==> src/hdl/hoe_pkg.sv <==
`timescale 1ns / 1ps
`default_nettype none

package hoe_pkg;

    localparam logic [31:0] MAGIC_HEADER = 32'd1011;
    localparam logic [31:0] TYPE_CODE    = 32'd1001;
    localparam logic [31:0] TYPE_DATA    = 32'd1002;
    localparam logic [31:0] TYPE_BSS     = 32'd1003;
    localparam logic [31:0] TYPE_SYMBOL  = 32'd1008;
    localparam logic [31:0] TYPE_DEBUG   = 32'd1009;
    localparam logic [31:0] TYPE_END     = 32'd1010;

    localparam logic [7:0] LIMIT_RESET = 8'd16;

    localparam logic [1:0] ST_OK        = 2'd0;
    localparam logic [1:0] ST_BAD_MAGIC = 2'd1;
    localparam logic [1:0] ST_TOO_MANY  = 2'd2;
    localparam logic [1:0] ST_BAD_TYPE  = 2'd3;

    localparam logic [0:0] KIND_CODE = 1'b0;
    localparam logic [0:0] KIND_DATA = 1'b1;

    typedef struct packed {
        logic [31:0] rom_word;
        logic        source_kind;
        logic [1:0]  status;
    } result_t;

endpackage

`default_nettype wire

==> src/hdl/hoe_step.sv <==
`timescale 1ns / 1ps
`default_nettype none

module hoe_step
    import hoe_pkg::*;
(
    input  wire logic        aclk,
    input  wire logic        aresetn,
    input  wire logic        step_en,
    input  wire logic [31:0] word_in,
    input  wire logic [7:0]  hunk_limit,
    output logic             res_valid,
    output result_t          res
);

    typedef enum logic [4:0] {
        PH_MAGIC,
        PH_STRINGS,
        PH_TABLE,
        PH_FIRST,
        PH_LAST,
        PH_SIZES,
        PH_TYPE,
        PH_BODY_LEN,
        PH_BODY,
        PH_SYM_LEN,
        PH_SYM_SKIP,
        PH_SKIP,
        PH_BSS_LEN,
        PH_ERR_MAGIC,
        PH_ERR_COUNT,
        PH_ERR_TYPE,
        PH_DBG_BODY
    } phase_t;

    phase_t      phase_reg, phase_next;
    logic [31:0] words_left_reg, words_left_next;
    logic [31:0] first_reg, first_next;
    logic        kind_reg, kind_next;

    logic [31:0] span;
    logic [31:0] left_dec;
    logic        left_last;
    logic        too_many;

    assign span      = word_in - first_reg;
    assign left_dec  = words_left_reg - 32'd1;
    assign left_last = (words_left_reg == 32'd1);
    // count = span + 1 exceeds the limit exactly when span >= limit
    assign too_many  = (word_in < first_reg) || (span >= {24'd0, hunk_limit});

    always_comb begin
        phase_next      = phase_reg;
        words_left_next = words_left_reg;
        first_next      = first_reg;
        kind_next       = kind_reg;
        res_valid       = 1'b0;
        res.rom_word    = 32'd0;
        res.source_kind = KIND_CODE;
        res.status      = ST_OK;

        case (phase_reg)
            PH_MAGIC: begin
                if (word_in != MAGIC_HEADER) begin
                    phase_next = PH_ERR_MAGIC;
                    res_valid  = 1'b1;
                    res.status = ST_BAD_MAGIC;
                end else begin
                    phase_next = PH_STRINGS;
                end
            end
            PH_STRINGS: phase_next = PH_TABLE;
            PH_TABLE:   phase_next = PH_FIRST;
            PH_FIRST: begin
                first_next = word_in;
                phase_next = PH_LAST;
            end
            PH_LAST: begin
                if (too_many) begin
                    phase_next = PH_ERR_COUNT;
                    res_valid  = 1'b1;
                    res.status = ST_TOO_MANY;
                end else begin
                    words_left_next = span + 32'd1;
                    phase_next      = PH_SIZES;
                end
            end
            PH_SIZES: begin
                words_left_next = left_dec;
                if (left_last) begin
                    phase_next = PH_TYPE;
                end
            end
            PH_TYPE: begin
                case (word_in)
                    TYPE_CODE: begin
                        kind_next  = KIND_CODE;
                        phase_next = PH_BODY_LEN;
                    end
                    TYPE_DATA: begin
                        kind_next  = KIND_DATA;
                        phase_next = PH_BODY_LEN;
                    end
                    TYPE_SYMBOL: phase_next = PH_SYM_LEN;
                    TYPE_DEBUG: begin
                        kind_next       = KIND_CODE;
                        words_left_next = 32'd0;
                        phase_next      = PH_SKIP;
                    end
                    TYPE_BSS: phase_next = PH_BSS_LEN;
                    TYPE_END: phase_next = PH_TYPE;
                    default: begin
                        phase_next = PH_ERR_TYPE;
                        res_valid  = 1'b1;
                        res.status = ST_BAD_TYPE;
                    end
                endcase
            end
            PH_BODY_LEN: begin
                words_left_next = word_in;
                phase_next      = (word_in == 32'd0) ? PH_TYPE : PH_BODY;
            end
            PH_BODY: begin
                res_valid       = 1'b1;
                res.rom_word    = word_in;
                res.source_kind = kind_reg;
                words_left_next = left_dec;
                if (left_last) begin
                    phase_next = PH_TYPE;
                end
            end
            PH_SYM_LEN: begin
                if (word_in == 32'd0) begin
                    phase_next = PH_TYPE;
                end else begin
                    words_left_next = word_in;
                    phase_next      = PH_SYM_SKIP;
                end
            end
            PH_SYM_SKIP: begin
                // name words count down, then the value word closes the entry
                if (words_left_reg == 32'd0) begin
                    phase_next = PH_SYM_LEN;
                end else begin
                    words_left_next = left_dec;
                end
            end
            PH_SKIP: begin
                // debug length word; entered with the count already cleared
                if (words_left_reg == 32'd0) begin
                    words_left_next = word_in;
                    phase_next      = (word_in == 32'd0) ? PH_TYPE : PH_DBG_BODY;
                end
            end
            PH_DBG_BODY: begin
                words_left_next = left_dec;
                if (left_last) begin
                    phase_next = PH_TYPE;
                end
            end
            PH_BSS_LEN: phase_next = PH_TYPE;
            PH_ERR_MAGIC: begin
                res_valid  = 1'b1;
                res.status = ST_BAD_MAGIC;
            end
            PH_ERR_COUNT: begin
                res_valid  = 1'b1;
                res.status = ST_TOO_MANY;
            end
            PH_ERR_TYPE: begin
                res_valid  = 1'b1;
                res.status = ST_BAD_TYPE;
            end
            default: phase_next = PH_TYPE;
        endcase
    end

    always_ff @(posedge aclk) begin
        if (!aresetn) begin
            phase_reg      <= PH_MAGIC;
            words_left_reg <= 32'd0;
            first_reg      <= 32'd0;
            kind_reg       <= KIND_CODE;
        end else if (step_en) begin
            phase_reg      <= phase_next;
            words_left_reg <= words_left_next;
            first_reg      <= first_next;
            kind_reg       <= kind_next;
        end
    end

endmodule

`default_nettype wire

==> src/hdl/hoe_outbuf.sv <==
`timescale 1ns / 1ps
`default_nettype none

module hoe_outbuf
    import hoe_pkg::*;
(
    input  wire logic    aclk,
    input  wire logic    aresetn,
    input  wire logic    push,
    input  wire result_t push_data,
    output logic         room,
    output logic         out_valid,
    input  wire logic    out_ready,
    output result_t      out_data
);

    logic    main_valid_reg, main_valid_next;
    logic    skid_valid_reg, skid_valid_next;
    result_t main_reg, main_next;
    result_t skid_reg, skid_next;
    logic    pop;

    assign pop       = main_valid_reg && out_ready;
    assign room      = !skid_valid_reg;
    assign out_valid = main_valid_reg;
    assign out_data  = main_reg;

    always_comb begin
        main_valid_next = main_valid_reg;
        skid_valid_next = skid_valid_reg;
        main_next       = main_reg;
        skid_next       = skid_reg;
        if (skid_valid_reg) begin
            // upstream is held off while the skid entry is full
            if (pop) begin
                main_next       = skid_reg;
                skid_valid_next = 1'b0;
            end
        end else if (push) begin
            if (!main_valid_reg || pop) begin
                main_next       = push_data;
                main_valid_next = 1'b1;
            end else begin
                skid_next       = push_data;
                skid_valid_next = 1'b1;
            end
        end else if (pop) begin
            main_valid_next = 1'b0;
        end
    end

    always_ff @(posedge aclk) begin
        if (!aresetn) begin
            main_valid_reg <= 1'b0;
            skid_valid_reg <= 1'b0;
        end else begin
            main_valid_reg <= main_valid_next;
            skid_valid_reg <= skid_valid_next;
        end
    end

    always_ff @(posedge aclk) begin
        main_reg <= main_next;
        skid_reg <= skid_next;
    end

endmodule

`default_nettype wire

==> src/hdl/hunk_object_to_rom_extractor.sv <==
`timescale 1ns / 1ps
`default_nettype none

// Channel   Ports                                   Moves
// -------   -------------------------------------   ---------------------------------
// input     s_valid s_ready s_in_word               one file word per transaction
// result    m_valid m_ready m_rom_word              ROM word or error, 0 or 1
//           m_source_kind m_status                  per input word
// config    psel penable pwrite paddr pwdata        hunk_limit at byte address 0
//           prdata pready
//
// One word per cycle sustained while the result side has room; a result reaches
// m_valid through the input register, then the result register (or skid entry).
// Reset (synchronous, aresetn low) restores hunk_limit to 16 and the parser to
// the header-magic phase with the error cleared.
// A stalled result goes to a skid entry; s_ready drops only while it is full.

module hunk_object_to_rom_extractor
    import hoe_pkg::*;
(
    input  wire logic        aclk,
    input  wire logic        aresetn,

    input  wire logic        s_valid,
    output logic             s_ready,
    input  wire logic [31:0] s_in_word,

    output logic             m_valid,
    input  wire logic        m_ready,
    output logic [31:0]      m_rom_word,
    output logic             m_source_kind,
    output logic [1:0]       m_status,

    input  wire logic        psel,
    input  wire logic        penable,
    input  wire logic        pwrite,
    input  wire logic [1:0]  paddr,
    input  wire logic [31:0] pwdata,
    output logic [31:0]      prdata,
    output logic             pready
);

    localparam logic [1:0] ADDR_HUNK_LIMIT = 2'd0;

    logic [7:0]  limit_reg;
    logic        in_valid_reg;
    logic [31:0] in_word_reg;
    logic        room;
    logic        step_en;
    logic        res_valid;
    result_t     res;
    result_t     out_data;

    assign pready  = 1'b1;
    assign prdata  = (paddr == ADDR_HUNK_LIMIT) ? {24'd0, limit_reg} : 32'd0;

    always_ff @(posedge aclk) begin
        if (!aresetn) begin
            limit_reg <= LIMIT_RESET;
        end else if (psel && penable && pwrite && (paddr == ADDR_HUNK_LIMIT)) begin
            limit_reg <= pwdata[7:0];
        end
    end

    // advance the held word whenever the result side has room
    assign step_en = in_valid_reg && room;
    assign s_ready = !in_valid_reg || room;

    always_ff @(posedge aclk) begin
        if (!aresetn) begin
            in_valid_reg <= 1'b0;
        end else if (s_ready) begin
            in_valid_reg <= s_valid;
        end
    end

    always_ff @(posedge aclk) begin
        if (s_ready && s_valid) begin
            in_word_reg <= s_in_word;
        end
    end

    hoe_step u_step (
        .aclk       (aclk),
        .aresetn    (aresetn),
        .step_en    (step_en),
        .word_in    (in_word_reg),
        .hunk_limit (limit_reg),
        .res_valid  (res_valid),
        .res        (res)
    );

    hoe_outbuf u_outbuf (
        .aclk      (aclk),
        .aresetn   (aresetn),
        .push      (step_en && res_valid),
        .push_data (res),
        .room      (room),
        .out_valid (m_valid),
        .out_ready (m_ready),
        .out_data  (out_data)
    );

    assign m_rom_word    = out_data.rom_word;
    assign m_source_kind = out_data.source_kind;
    assign m_status      = out_data.status;

endmodule

`default_nettype wire

==> config.mk <==
export PLATFORM = sky130hd
export DESIGN_NAME = hunk_object_to_rom_extractor
export DESIGN_NICKNAME = d
export VERILOG_FILES = /design/src/hdl/hoe_pkg.sv /design/src/hdl/hoe_step.sv /design/src/hdl/hoe_outbuf.sv /design/src/hdl/hunk_object_to_rom_extractor.sv
export SDC_FILE = /design/constraint.sdc
export NUM_CORES = 1
export LEC_CHECK = 0
export ABC_AREA = 0
export BUFFER_PORTS_ARGS = -buffer_cell sky130_fd_sc_hd__buf_2
export CAP_MARGIN = 5
export CORE_MARGIN = 4
export CORE_UTILIZATION = 59
export DETAILED_ROUTE_END_ITERATION = 12
export GPL_TIMING_DRIVEN = 0
export PLACE_DENSITY = 0.81
export SLEW_MARGIN = 20
export SYNTH_ARGS = -nofsm -noshare
export SYNTH_HDL_FRONTEND = slang
export SYNTH_SLANG_ARGS = --single-unit
export TNS_END_PERCENT = 5
==> constraint.sdc <==
create_clock -name aclk -period 9.26 [get_ports aclk]
set_clock_uncertainty 0.1 [all_clocks]
set_input_delay 0.926 -clock aclk [delete_from_list [all_inputs] [get_ports aclk]]
set_output_delay 0.926 -clock aclk [all_outputs]
set_load 0.05 [all_outputs]
==> impl_metrics.py <==
metrics = {
    "power_and_ir_drop": {
        "p_per_area_nw_per_um2": 191,
        "sw_frac_of_total_pct": 37.8,
        "combPwrFrac_pct": 32.6,
        "pwr-share-seq_pct": 37.3,
        "power_mw": 2.57,
        "vdd_ir_drop_max_uv": 137,
        "p_int_mw": 1.60,
        "power_switching_uw": 970,
        "leakagePower_nw": 5.15,
        "clockPowerShare_pct": 30.1,
    },
    "routing": {
        "detail-route-antenna-nets": 0,
        "drt-initial-drc-count": 1189,
        "dr.pass1.iters": 7,
        "viasPerCell": 6.28,
        "drc_errors": 0,
        "vias": 10876,
        "wirelength_um": 35200,
        "avgRoutedWirePerCell_um": 20.3,
    },
    "worst_setup_path": {
        "path_buf_inv": 4,
        "max_stage_delay_ns": 0.59,
        "startpoint_type": "flop",
        "critPathKind": "reg -> reg",
        "cpLargestDelayFamily": "compound AO/OA/AOI/OAI gates",
        "cp.required_ns": 9.35,
        "cp.arrival_ns": 6.20,
        "cpMaxStageDelayCell": "a311oi_1",
        "worst-path-max-fanout": 8,
        "cp_cell_sequence": "inv_1 > ha_1 > inv_1 > fa_1 > a211oi_4 > nor2_1 > xor2_1 > ha_1 > a21o_1 > a21oi_1 > o21ai_0 > a311oi_1 > o221a_2 > and4_1 > o2111ai_2 > a21oi_1 > nor4b_2 > buf_2 > buf_2",
        "endpoint_kind": "flop",
    },
    "timing": {
        "setup_viol": 0,
        "worst_slew_pin_slew_ns": 1.02,
        "clock.fmax_mhz": 164,
        "rsz0062_at_grt": "no",
        "setup_tns_ns": 0,
        "slew_viol_final": 0,
        "min_period_ns": 6.11,
        "hold_violations": 0,
        "slew_headroom_pct": 31.5,
        "period_share_pct": 66.0,
    },
    "grt": {
        "grt_overflow": 0,
        "grt_use_total_pct": 31.5,
        "grt_pass1_vias": 10250,
        "antenna_found_initial": 2,
        "grt_first_pass_wirelength_um": 55400,
        "grt_max_degree": 23,
    },
    "logic_synthesis": {
        "syn_avg_cell_area_um2": 8.98,
        "synth_area_um2": 11800,
        "synth_edf_count": 102,
        "synth_cell_types": 89,
        "synth_warnings": 0,
        "synth_ff_type": "edfxtp_1",
        "synth_area_leader_cell": "edfxtp_1",
        "ys_seq_elements": 183,
        "netlist.area_leader.share_pct": 25.9,
        "synth-seq-area-share_pct": 39.7,
        "yosys-top-cells-area": "edfxtp_1 26%, dfxtp_1 14%, nand2_1 6.0%",
        "syn_inst": 1315,
        "async_flop_share_pct": 0,
        "synth_commonest_cells": "190 x nand2_1, 102 x edfxtp_1, 96 x a21oi_1, 81 x dfxtp_1, 71 x nor2_1",
        "synthMostInstantiatedCell": "nand2_1",
    },
    "floorplan": {
        "die_h_um": 149,
        "die_w_um": 149,
        "die_area_um2": 22300,
        "start_util_pct": 60.3,
        "rows": 51,
        "coreArea_um2": 19600,
        "ios": 143,
    },
    "finish": {
        "final_nets": 1571,
        "design_area_um2": 13400,
        "n_antenna_cell": 0,
        "drive_gt1_share_pct": 15.8,
        "area_delta_synth_final_pct": 13.6,
    },
    "clock_network": {
        "ctsHoldBuffers": 0,
        "postCtsSetupBuffers": 0,
        "htree_num_levels": 4,
        "clk_pin_slew_ns": 0.08,
        "clock_sinks": 183,
        "cts-buffers-inserted": 17,
        "clockRootBuffer": "clkbuf_16",
        "clock_latency_ns": 0.44,
        "cts_resized": 0,
        "cts_tree": "built",
        "cts_buffer_depth": 2,
    },
    "flow_run": {
        "cap_violations": 0,
    },
    "outcome": {
        "status": "complete, no violations",
    },
    "placed_design": {
        "io_buffers": 90,
        "globalplace.congestion": 0.983,
        "place_area_um2": 12800,
        "dp.final_hpwl_um": 25900,
    },
    "hold_path": {
        "hp-class": "reg -> reg",
    },
}
==> worst min-delay path: stages (launching register included) <==
cell     delay (ns)
dfxtp_1        0.31
nand2_1        0.05
a21oi_1        0.05
==> cell type report <==
type                    instances  area, um^2
multi-input cells             995        6520
fillers                      1640        6180
flip-flops and latches        183        4680
repair buffers                 97         533
plain buffers                 102         499
clock buffers                  17         425
well taps                     265         332
inverters                      58         218
clock inverters                15         199
==> logic make-up after synthesis <==
group / Yosys count / share of synthesized area, %
compound gates: 333 / 19.8
xor+xnor: 49 / 3.70
fa+ha+maj: 44 / 4.73
buf+inv: 160 / 6.07
flops: 183 / 39.7
mux: 63 / 5.71
other cells: 2 / 0.0636
simple gates: 481 / 20.3
==> cells in the final DEF (no fill, tap or decap), types with 8 or more instances in the layout <==
cell / instances
o21ai_0: 50
nand4_1: 22
nor3_1: 35
nand3_1: 24
xnor2_1: 23
o211a_1: 12
dfxtp_1: 81
buf_2: 103
a22oi_1: 15
a21o_1: 14
buf_4: 27
clkbuf_1: 65
nand2_1: 190
nor2b_1: 8
conb_1: 25
mux2i_1: 28
a211oi_1: 15
nor4_1: 16
xor2_1: 25
a21oi_1: 96
nor2_1: 71
inv_1: 57
or4_1: 13
nand2b_1: 13
edfxtp_1: 102
o211ai_1: 22
ha_1: 43
and3_1: 10
clkbuf_16: 17
mux2_2: 35
and2_1: 44
a221oi_1: 10
==> through the flow <==
step | hold WS (ns) | setup WS, ns | util [%] | cells
global placement | 0.338 | -0.697 | 64.7 | 1693
detailed placement | 0.343 | 3.37 | 65.2 | 1700
global route | 0.369 | 2.99 | 68.4 | 1732
floorplan | 0.332 | 1.94 | - | 1338
finish | 0.351 | 3.15 | 68.4 | 1732
CTS | 0.353 | 3.31 | 68.4 | 1732
==> metal layers <==
| layer | share of wire [%] | track usage [%] |
|---|---|---|
| met1 | 40 | 42.3 |
| met2 | 46 | 50.3 |
| met3 | 9.6 | 6.54 |
| met4 | 3.8 | 12.4 |
| met5 | 0 | 0 |
==> power groups by stage <==
| stage | combinational (mW) | sequential (mW) | clock, mW |
|---|---|---|---|
| after floorplan | 0.557 | 1.02 | 0 |
| after CTS | 0.816 | 0.956 | 0.775 |
| after detailed placement | 0.809 | 0.974 | 0 |
| final | 0.835 | 0.958 | 0.773 |
| after global placement | 0.791 | 0.976 | 0 |
| after global routing | 0.906 | 0.962 | 0.814 |
==> path summary, 6_finish.rpt <==
kind              slack (ns)               endpoint            startpoint  cells after the start
hold reg to reg         0.35   u_step.first_reg[14]  u_step.first_reg[14]                      2
hold / removal          0.35   u_step.first_reg[14]  u_step.first_reg[14]                      2
setup reg to reg        3.15  u_outbuf.skid_reg[16]        in_word_reg[0]                     19
setup / recovery        3.15  u_outbuf.skid_reg[16]        in_word_reg[0]                     19
(Power assumes the default switching activity.)
